--- config.mk ---
export PLATFORM = sky130hd
export DESIGN_NAME = radix_digit_converter
export DESIGN_NICKNAME = d
export VERILOG_FILES = /design/src/sv/rdc_pkg.sv /design/src/sv/radix_digit_converter.sv /design/src/sv/rdc_divider.sv /design/src/sv/rdc_digit_stack.sv
export VERILOG_INCLUDE_DIRS = /design/src /design/src/sv
export SDC_FILE = /design/constraint.sdc
export NUM_CORES = 1
export LEC_CHECK = 0
export CORE_MARGIN = 4
export CORE_UTILIZATION = 50
export CTS_CLUSTER_DIAMETER = 50
export DETAILED_ROUTE_END_ITERATION = 8
export DONT_BUFFER_PORTS = 1
export HOLD_SLACK_MARGIN = 0.05
export PLACE_DENSITY = 0.65
export SYNTH_ARGS = -nofsm -noshare
export SYNTH_HDL_FRONTEND = slang
export SYNTH_SLANG_ARGS = --single-unit
export TNS_END_PERCENT = 10
--- constraint.sdc ---
create_clock -name clk -period 8.7 [get_ports clk]
set_input_delay 0.87 -clock clk [delete_from_list [all_inputs] [get_ports clk]]
set_output_delay 0.87 -clock clk [all_outputs]
set_load 0.1 [all_outputs]
--- src/sv/radix_digit_converter_defines.svh ---
// assertion macros for the radix digit converter
// used by the top level only; expects clk and rst_n in scope
`ifndef RADIX_DIGIT_CONVERTER_DEFINES_SVH
`define RADIX_DIGIT_CONVERTER_DEFINES_SVH

// same-cycle implication
`define RDC_ASSERT_NOW(lbl, ante, cons) \
  lbl: assert property (@(posedge clk) disable iff (!rst_n) (ante) |-> (cons)) \
    else $error("rdc assertion failed");

// next-cycle implication
`define RDC_ASSERT_NEXT(lbl, ante, cons) \
  lbl: assert property (@(posedge clk) disable iff (!rst_n) (ante) |=> (cons)) \
    else $error("rdc assertion failed");

`endif

--- src/sv/rdc_pkg.sv ---
// shared types, constants and helper functions of the radix digit converter
// no dependencies
`timescale 1ns / 1ps
`default_nettype none
package rdc_pkg;

  localparam int VALUE_W            = 31;
  localparam int RADIX_W            = 6;
  localparam int DIGIT_W            = 6;
  localparam int CHAR_W             = 7;
  localparam int DIV_CNT_W          = $clog2(VALUE_W);
  localparam int MAX_DIGITS_DEFAULT = 32;

  localparam logic [RADIX_W-1:0] RADIX_RESET   = 6'd10;
  localparam logic [RADIX_W-1:0] RADIX_MIN     = 6'd2;
  localparam logic [RADIX_W-1:0] RADIX_MAX     = 6'd36;
  localparam logic [DIGIT_W-1:0] DIGIT_LIMIT   = 6'd10;
  localparam logic [CHAR_W-1:0]  ASCII_ZERO    = 7'd48;
  localparam logic [CHAR_W-1:0]  LETTER_OFFSET = 7'd55;

  typedef struct packed {
    logic               busy;
    logic               done;
    logic [VALUE_W-1:0] quotient;
    logic [DIGIT_W-1:0] remainder;
  } div_result_t;

  function automatic logic [RADIX_W-1:0] eff_radix(input logic [RADIX_W-1:0] r);
    logic [RADIX_W-1:0] res;
    res = r;
    if (r < RADIX_MIN) res = RADIX_MIN;
    if (r > RADIX_MAX) res = RADIX_MAX;
    return res;
  endfunction

  function automatic logic [CHAR_W-1:0] to_ascii(input logic [DIGIT_W-1:0] d);
    logic [CHAR_W-1:0] ch;
    if (d < DIGIT_LIMIT) ch = CHAR_W'(d) + ASCII_ZERO;
    else                 ch = CHAR_W'(d) + LETTER_OFFSET;
    return ch;
  endfunction

endpackage
`default_nettype wire

--- src/sv/radix_digit_converter.sv ---
// digits come from the bit-serial divider looping over the quotient bits, then are popped
// from the stack by a read and a load step; no new item is taken until the last digit is
// loaded for output; output stalls hold the pop; a zero input is taken and gives no digits
// synchronous active-low reset clears control state and loads the radix with 10
// the digit stack holds no reset value and is only read after being written
`timescale 1ns / 1ps
`default_nettype none
`include "radix_digit_converter_defines.svh"
module radix_digit_converter #(
  parameter int MAX_DIGITS = rdc_pkg::MAX_DIGITS_DEFAULT
) (
  input  wire logic                         clk,
  input  wire logic                         rst_n,
  input  wire logic                         in_valid,
  output logic                              in_stall,
  input  wire logic [rdc_pkg::VALUE_W-1:0]  in_value,
  output logic                              out_valid,
  input  wire logic                         out_stall,
  output logic      [rdc_pkg::CHAR_W-1:0]   out_digit_char,
  output logic                              out_last_digit,
  input  wire logic                         cfg_valid,
  output logic                              cfg_ready,
  input  wire logic [rdc_pkg::RADIX_W-1:0]  cfg_radix
);

  localparam int AW    = $clog2(MAX_DIGITS);
  localparam int CNT_W = $clog2(MAX_DIGITS + 1);

  localparam logic [1:0] ST_IDLE = 2'd0;
  localparam logic [1:0] ST_DIVW = 2'd1;
  localparam logic [1:0] ST_RD   = 2'd2;
  localparam logic [1:0] ST_LD   = 2'd3;

  logic [1:0]                    state_r, state_nxt;
  logic [CNT_W-1:0]              count_r, count_nxt;
  logic [rdc_pkg::RADIX_W-1:0]   radix_r;
  logic                          out_valid_r, out_valid_nxt;
  logic [rdc_pkg::CHAR_W-1:0]    out_char_r, out_char_nxt;
  logic                          out_last_r, out_last_nxt;

  logic                          in_accept;
  logic                          out_free;
  logic                          div_start;
  logic [rdc_pkg::VALUE_W-1:0]   div_dividend;
  rdc_pkg::div_result_t          div_res;
  logic                          wr_en;
  logic                          rd_en;
  logic [rdc_pkg::DIGIT_W-1:0]   rd_data;
  logic [CNT_W-1:0]              count_inc;
  logic [CNT_W-1:0]              count_dec;

  assign in_stall  = (state_r != ST_IDLE);
  assign in_accept = in_valid && !in_stall;
  assign cfg_ready = (state_r == ST_IDLE);
  assign out_free  = !out_valid_r || !out_stall;
  assign count_inc = count_r + CNT_W'(1);
  assign count_dec = count_r - CNT_W'(1);

  // radix register
  always_ff @(posedge clk) begin
    if (!rst_n) begin
      radix_r <= rdc_pkg::RADIX_RESET;
    end else if (cfg_valid && cfg_ready) begin
      radix_r <= cfg_radix;
    end
  end

  always_comb begin
    state_nxt     = state_r;
    count_nxt     = count_r;
    div_start     = 1'b0;
    div_dividend  = in_value;
    wr_en         = 1'b0;
    rd_en         = 1'b0;
    out_valid_nxt = out_valid_r && out_stall;
    out_char_nxt  = out_char_r;
    out_last_nxt  = out_last_r;
    unique case (state_r)
      ST_IDLE: begin
        count_nxt = '0;
        if (in_accept && (in_value != '0)) begin
          div_start = 1'b1;
          state_nxt = ST_DIVW;
        end
      end
      ST_DIVW: begin
        if (div_res.done) begin
          wr_en     = 1'b1;
          count_nxt = count_inc;
          if ((div_res.quotient != '0) && (count_inc != CNT_W'(MAX_DIGITS))) begin
            div_start    = 1'b1;
            div_dividend = div_res.quotient;
          end else begin
            state_nxt = ST_RD;
          end
        end
      end
      ST_RD: begin
        rd_en     = 1'b1;
        count_nxt = count_dec;
        state_nxt = ST_LD;
      end
      ST_LD: begin
        if (out_free) begin
          out_valid_nxt = 1'b1;
          out_char_nxt  = rdc_pkg::to_ascii(rd_data);
          out_last_nxt  = (count_r == '0);
          state_nxt     = (count_r == '0) ? ST_IDLE : ST_RD;
        end
      end
      default: state_nxt = ST_IDLE;
    endcase
  end

  always_ff @(posedge clk) begin
    if (!rst_n) begin
      state_r     <= ST_IDLE;
      count_r     <= '0;
      out_valid_r <= 1'b0;
    end else begin
      state_r     <= state_nxt;
      count_r     <= count_nxt;
      out_valid_r <= out_valid_nxt;
    end
  end

  always_ff @(posedge clk) begin
    out_char_r <= out_char_nxt;
    out_last_r <= out_last_nxt;
  end

  rdc_divider u_divider (
    .clk      (clk),
    .rst_n    (rst_n),
    .start    (div_start),
    .dividend (div_dividend),
    .divisor  (rdc_pkg::eff_radix(radix_r)),
    .result   (div_res)
  );

  rdc_digit_stack #(
    .MAX_DIGITS (MAX_DIGITS),
    .AW         (AW)
  ) u_stack (
    .clk     (clk),
    .wr_en   (wr_en),
    .wr_addr (count_r[AW-1:0]),
    .wr_data (div_res.remainder),
    .rd_en   (rd_en),
    .rd_addr (count_dec[AW-1:0]),
    .rd_data (rd_data)
  );

  assign out_valid      = out_valid_r;
  assign out_digit_char = out_char_r;
  assign out_last_digit = out_last_r;

  `RDC_ASSERT_NEXT(a_start_div, in_accept && (in_value != '0), state_r == ST_DIVW)
  `RDC_ASSERT_NOW(a_pop_nonempty, state_r == ST_RD, count_r != '0)
  `RDC_ASSERT_NOW(a_count_range, 1'b1, count_r <= CNT_W'(MAX_DIGITS))
  `RDC_ASSERT_NOW(a_div_idle_pop, (state_r == ST_RD) || (state_r == ST_LD), !div_res.busy)

endmodule
`default_nettype wire

--- src/sv/rdc_divider.sv ---
// iterative restoring divider, one quotient bit per cycle
// depends on rdc_pkg
`timescale 1ns / 1ps
`default_nettype none
module rdc_divider (
  input  wire logic                         clk,
  input  wire logic                         rst_n,
  input  wire logic                         start,
  input  wire logic [rdc_pkg::VALUE_W-1:0]  dividend,
  input  wire logic [rdc_pkg::RADIX_W-1:0]  divisor,
  output rdc_pkg::div_result_t              result
);

  localparam int VW = rdc_pkg::VALUE_W;
  localparam int DW = rdc_pkg::DIGIT_W;
  localparam int CW = rdc_pkg::DIV_CNT_W;

  logic            busy_r;
  logic [CW-1:0]   cnt_r;
  logic [VW-1:0]   quo_r;
  logic [DW-1:0]   rem_r;
  logic [DW-1:0]   divisor_r;

  logic [DW:0]     trial;
  logic [DW:0]     diff;
  logic            fits;
  logic [DW-1:0]   step_rem;
  logic [VW-1:0]   step_quo;
  logic            done;

  always_comb begin
    trial    = {rem_r, quo_r[VW-1]};
    fits     = trial >= {1'b0, divisor_r};
    diff     = trial - {1'b0, divisor_r};
    step_rem = fits ? diff[DW-1:0] : trial[DW-1:0];
    step_quo = {quo_r[VW-2:0], fits};
    done     = busy_r && (cnt_r == CW'(VW - 1));
  end

  always_ff @(posedge clk) begin
    if (!rst_n) begin
      busy_r <= 1'b0;
      cnt_r  <= '0;
    end else if (start) begin
      busy_r <= 1'b1;
      cnt_r  <= '0;
    end else if (busy_r) begin
      busy_r <= !done;
      cnt_r  <= cnt_r + CW'(1);
    end
  end

  always_ff @(posedge clk) begin
    if (start) begin
      quo_r     <= dividend;
      rem_r     <= '0;
      divisor_r <= DW'(divisor);
    end else if (busy_r) begin
      quo_r <= step_quo;
      rem_r <= step_rem;
    end
  end

  assign result.busy      = busy_r;
  assign result.done      = done;
  assign result.quotient  = step_quo;
  assign result.remainder = step_rem;

endmodule
`default_nettype wire

--- src/sv/rdc_digit_stack.sv ---
// digit stack memory, one write and one registered read port
// depends on rdc_pkg
`timescale 1ns / 1ps
`default_nettype none
module rdc_digit_stack #(
  parameter int MAX_DIGITS = rdc_pkg::MAX_DIGITS_DEFAULT,
  parameter int AW         = $clog2(MAX_DIGITS)
) (
  input  wire logic                         clk,
  input  wire logic                         wr_en,
  input  wire logic [AW-1:0]                wr_addr,
  input  wire logic [rdc_pkg::DIGIT_W-1:0]  wr_data,
  input  wire logic                         rd_en,
  input  wire logic [AW-1:0]                rd_addr,
  output logic      [rdc_pkg::DIGIT_W-1:0]  rd_data
);

  logic [rdc_pkg::DIGIT_W-1:0] mem [MAX_DIGITS];
  logic [rdc_pkg::DIGIT_W-1:0] rd_data_r;

  always_ff @(posedge clk) begin
    if (wr_en) begin
      mem[wr_addr] <= wr_data;
    end
  end

  always_ff @(posedge clk) begin
    if (rd_en) begin
      rd_data_r <= mem[rd_addr];
    end
  end

  assign rd_data = rd_data_r;

endmodule
`default_nettype wire
==> qor.csv <==
stage;metric;value;unit
critical_path;Critical Path Source Type;flip-flop;
timing;RSZ-0062 raised after global routing;no;
placed_design;DP Cell Count;979;
detailed_routing;post-route ant nets;0;
power_and_ir_drop;Peak supply drop;0.191;mV
critical_path;critical path cell sequence;inv_1, ha_2, buf_4, mux4_2, mux4_2, mux2_2;
floorplan;Core ar.;22800;sq um
timing;highest achievable clock rate;0.268;GHz
final_layout;share of layout cells above drive strength 1;0.223;
yosys;synthesis warning total;0;
clocking;Longest Clk Path Bufs;3;
timing;Final Hold Vio Count;0;
global_route;Congestion Overflow GR;0;
critical_path;CP most frequent cell;mux4_2;
clocking;CTS tree;done;
placed_design;dpl ws;4.90;ns
critical_path;Critical Path Sink Type;flip-flop;
critical_path;CP Class;flip-flop to flip-flop;
timing;max-slew violations;0;
critical_path;CP Data Arrival Time;4.01;ns
global_route;global-route wire length before repair;39.1;mm
global_route;largest net degree at the start of global routing;56;
clocking;CTS buffer count;28;
yosys;Synth Net Count;750;
floorplan;die width;161;um
min_path;HP Class;primary input to flip-flop;
detailed_routing;DRT Pass-1 Iters;5;
clocking;postcts setup bufs;0;
timing;clock skew;0.0169;ns
timing;min Tclk post-route;3.73;ns
yosys;post-synth top area share;0.626;
final_layout;commonest non-fill, non-tap cell in the layout;edfxtp_1;
yosys;Top FF cell, synth;edfxtp_1;
timing;Slew HR;0.203;
timing;Final Setup Violations;0;
clocking;post-cts resize count;0;
floorplan;Die H;161;um
critical_path;Worst Path Buf+Inv;2;
clocking;CTS Hold Buffers Added;0;
timing;worst-margin pin slew;1.19;ns
yosys;leading post-synthesis cells by cell area;edfxtp_1, mux4_2, dfxtp_1, mux2_4, ha_1;
final_layout;most frequent cells in the layout;edfxtp_1, mux4_2, nor2_1, nand2_1;
power_and_ir_drop;Lkg Pwr;4.21;nW
placed_design;# port buffers;0;
detailed_routing;WL final;25.7;mm
flow_run;max cap viols;0;
critical_path;Worst EP required;8.98;ns
yosys;area leader, netlist;edfxtp_1;
floorplan;row count;55;
power_and_ir_drop;Final Total Pwr;0.00440;W
final_layout;# diodes;0;
detailed_routing;DRC viols;0;
clocking;Root Buffer;clkbuf_16;
floorplan;IO Pins;53;
critical_path;crit-path max FO;55;
yosys;syn_area_per_cell;16.9;sq um
yosys;Distinct cells, synth;60;
clocking;clock transition at the registers of the reported paths;0.06;ns
detailed_routing;via count;6208;
final_layout;fillers;1711;
final_layout;area taken by multi-input logic gates;3600;sq um
yosys;Post-synth EDFFs;243;
critical_path;Crit path largest cell delay;1.02;ns
yosys;Yosys reg bits;270;
global_route;Total GRT Usage;0.200;
clocking;clk_lat worst skew;0.55;ns
floorplan;die area;25800;sq um
final_layout;final cell count without fillers;1029;
timing;Fin Setup TNS;0;ns
global_route;vias in the first global route;6320;
detailed_routing;1st-iter DRT viols;761;
timing;setup ws final;4.97;ns
global_route;initial antenna violation count;0;
placed_design;Area after DPL;12000;sq um
placed_design;placed wire-length estimate;16.5;mm
clocking;H-tree levels;1;
critical_path;Crit-path slowest cell;dfxtp_4;
detailed_routing;vias per inst;6.03;
power_and_ir_drop;Power Dens Cells;342;nW/um^2
clocking;Num Clock Sinks;270;
yosys;Cell Area, Synth;11600;sq um
final_layout;FF/Latch Area;7840;sq um
yosys;Gate Count Post-Synth;688;
final_layout;NumNets Final;758;
detailed_routing;Avg WL per Cell;25.0;um
floorplan;Starting Density;0.511;
timing;Tcrit/Tclk final;0.428;
final_layout;Design Area, Final;12900;sq um
placed_design;GPL Wtd Cong;0.825;
final_layout;P&R area growth vs syn;10.7;%
yosys;post-synthesis sequential area ratio;0.673;
run_status;result of the run;finished, final reports clean;
yosys;Async S/R FF share, synth;0;
critical_path;CP top delay family;multiplexers;
## cells by family (layout without fill, tap and decap cells)
group                      after synthesis  in the layout  synth area share
adders and majority gates               20             20            0.0221
buffers and inverters                   53             81            0.0203
DFF                                    270            270             0.673
xor gates and xnor gates                15             15            0.0113
and+or+nand+nor                        164            164            0.0685
muxes                                  107            107             0.170
AOI/OAI and AO/OA                       59             59            0.0351
## where the power goes
part / internal [W] / total [W] / switching (W)
combinational: 0.000422 / 0.00116 / 0.000738
sequential: 0.00194 / 0.00206 / 0.000123
clock: 0.000704 / 0.00119 / 0.000481
## stage by stage
step           hold slack, ns   util
2_1_floorplan           0.432      -
3_3_place_gp            0.457  0.526
3_5_place_dp            0.462  0.526
4_1_cts                 0.393  0.566
5_1_grt                 0.402  0.566
6_report                0.405  0.566
## flip-flops by register name, indices dropped and copies added, names as in the netlist
register / flops
count_r: 6
out_digit_char: 7
out_last_digit: 1
out_valid: 1
radix_r: 6
state_r: 2
u_divider.busy_r: 1
u_divider.cnt_r: 5
u_divider.divisor_r: 6
u_divider.quo_r: 31
u_divider.rem_r: 6
u_stack.mem: 192
u_stack.rd_data: 6
## per-layer routing
| metal | wire length (um) | vias up | track usage |
|---|---|---|---|
| met4 | 840 | 0 | 0.0657 |
| met1 | 11000 | 3168 | 0.285 |
| met3 | 1840 | 54 | 0.0411 |
| met5 | 0 | - | 0 |
| li1 | - | 2733 | - |
| met2 | 12100 | 253 | 0.313 |
## final cells by class
class	count	share of cell area
clock buffer	41	0.0629
sequential	270	0.608
tap	313	0.0304
timing repair buffer	7	0.00408
clock inverter	9	0.00825
inverter	24	0.00699
multi-input combinational	365	0.279
## synthesized netlist by cell type (all sizes together) (14+ instances only)
| master | number |
|---|---|
| a21oi | 21 |
| buf | 15 |
| clkbuf | 14 |
| dfxtp | 27 |
| edfxtp | 243 |
| ha | 19 |
| inv | 23 |
| mux2 | 39 |
| mux4 | 60 |
| nand2 | 33 |
| nand3 | 18 |
| nor2 | 50 |
| nor3 | 14 |
| nor4 | 14 |
## final timing paths
kind                                        to               startpoint  cells after the start  slack [ns]
setup reg to reg  u_stack.rd_data[1]$_DFFE_PP_  count_r[0]$_SDFFE_PN0P_                      6        4.97
hold reg to reg        radix_r[0]$_SDFFE_PN0P_  radix_r[0]$_SDFFE_PN0P_                      2        0.48
hold / removal         radix_r[3]$_SDFFE_PN1P_                    rst_n                      1        0.41
setup / recovery  u_stack.rd_data[1]$_DFFE_PP_  count_r[0]$_SDFFE_PN0P_                      6        4.97
Note: power is estimated with default switching activity, not from simulation.
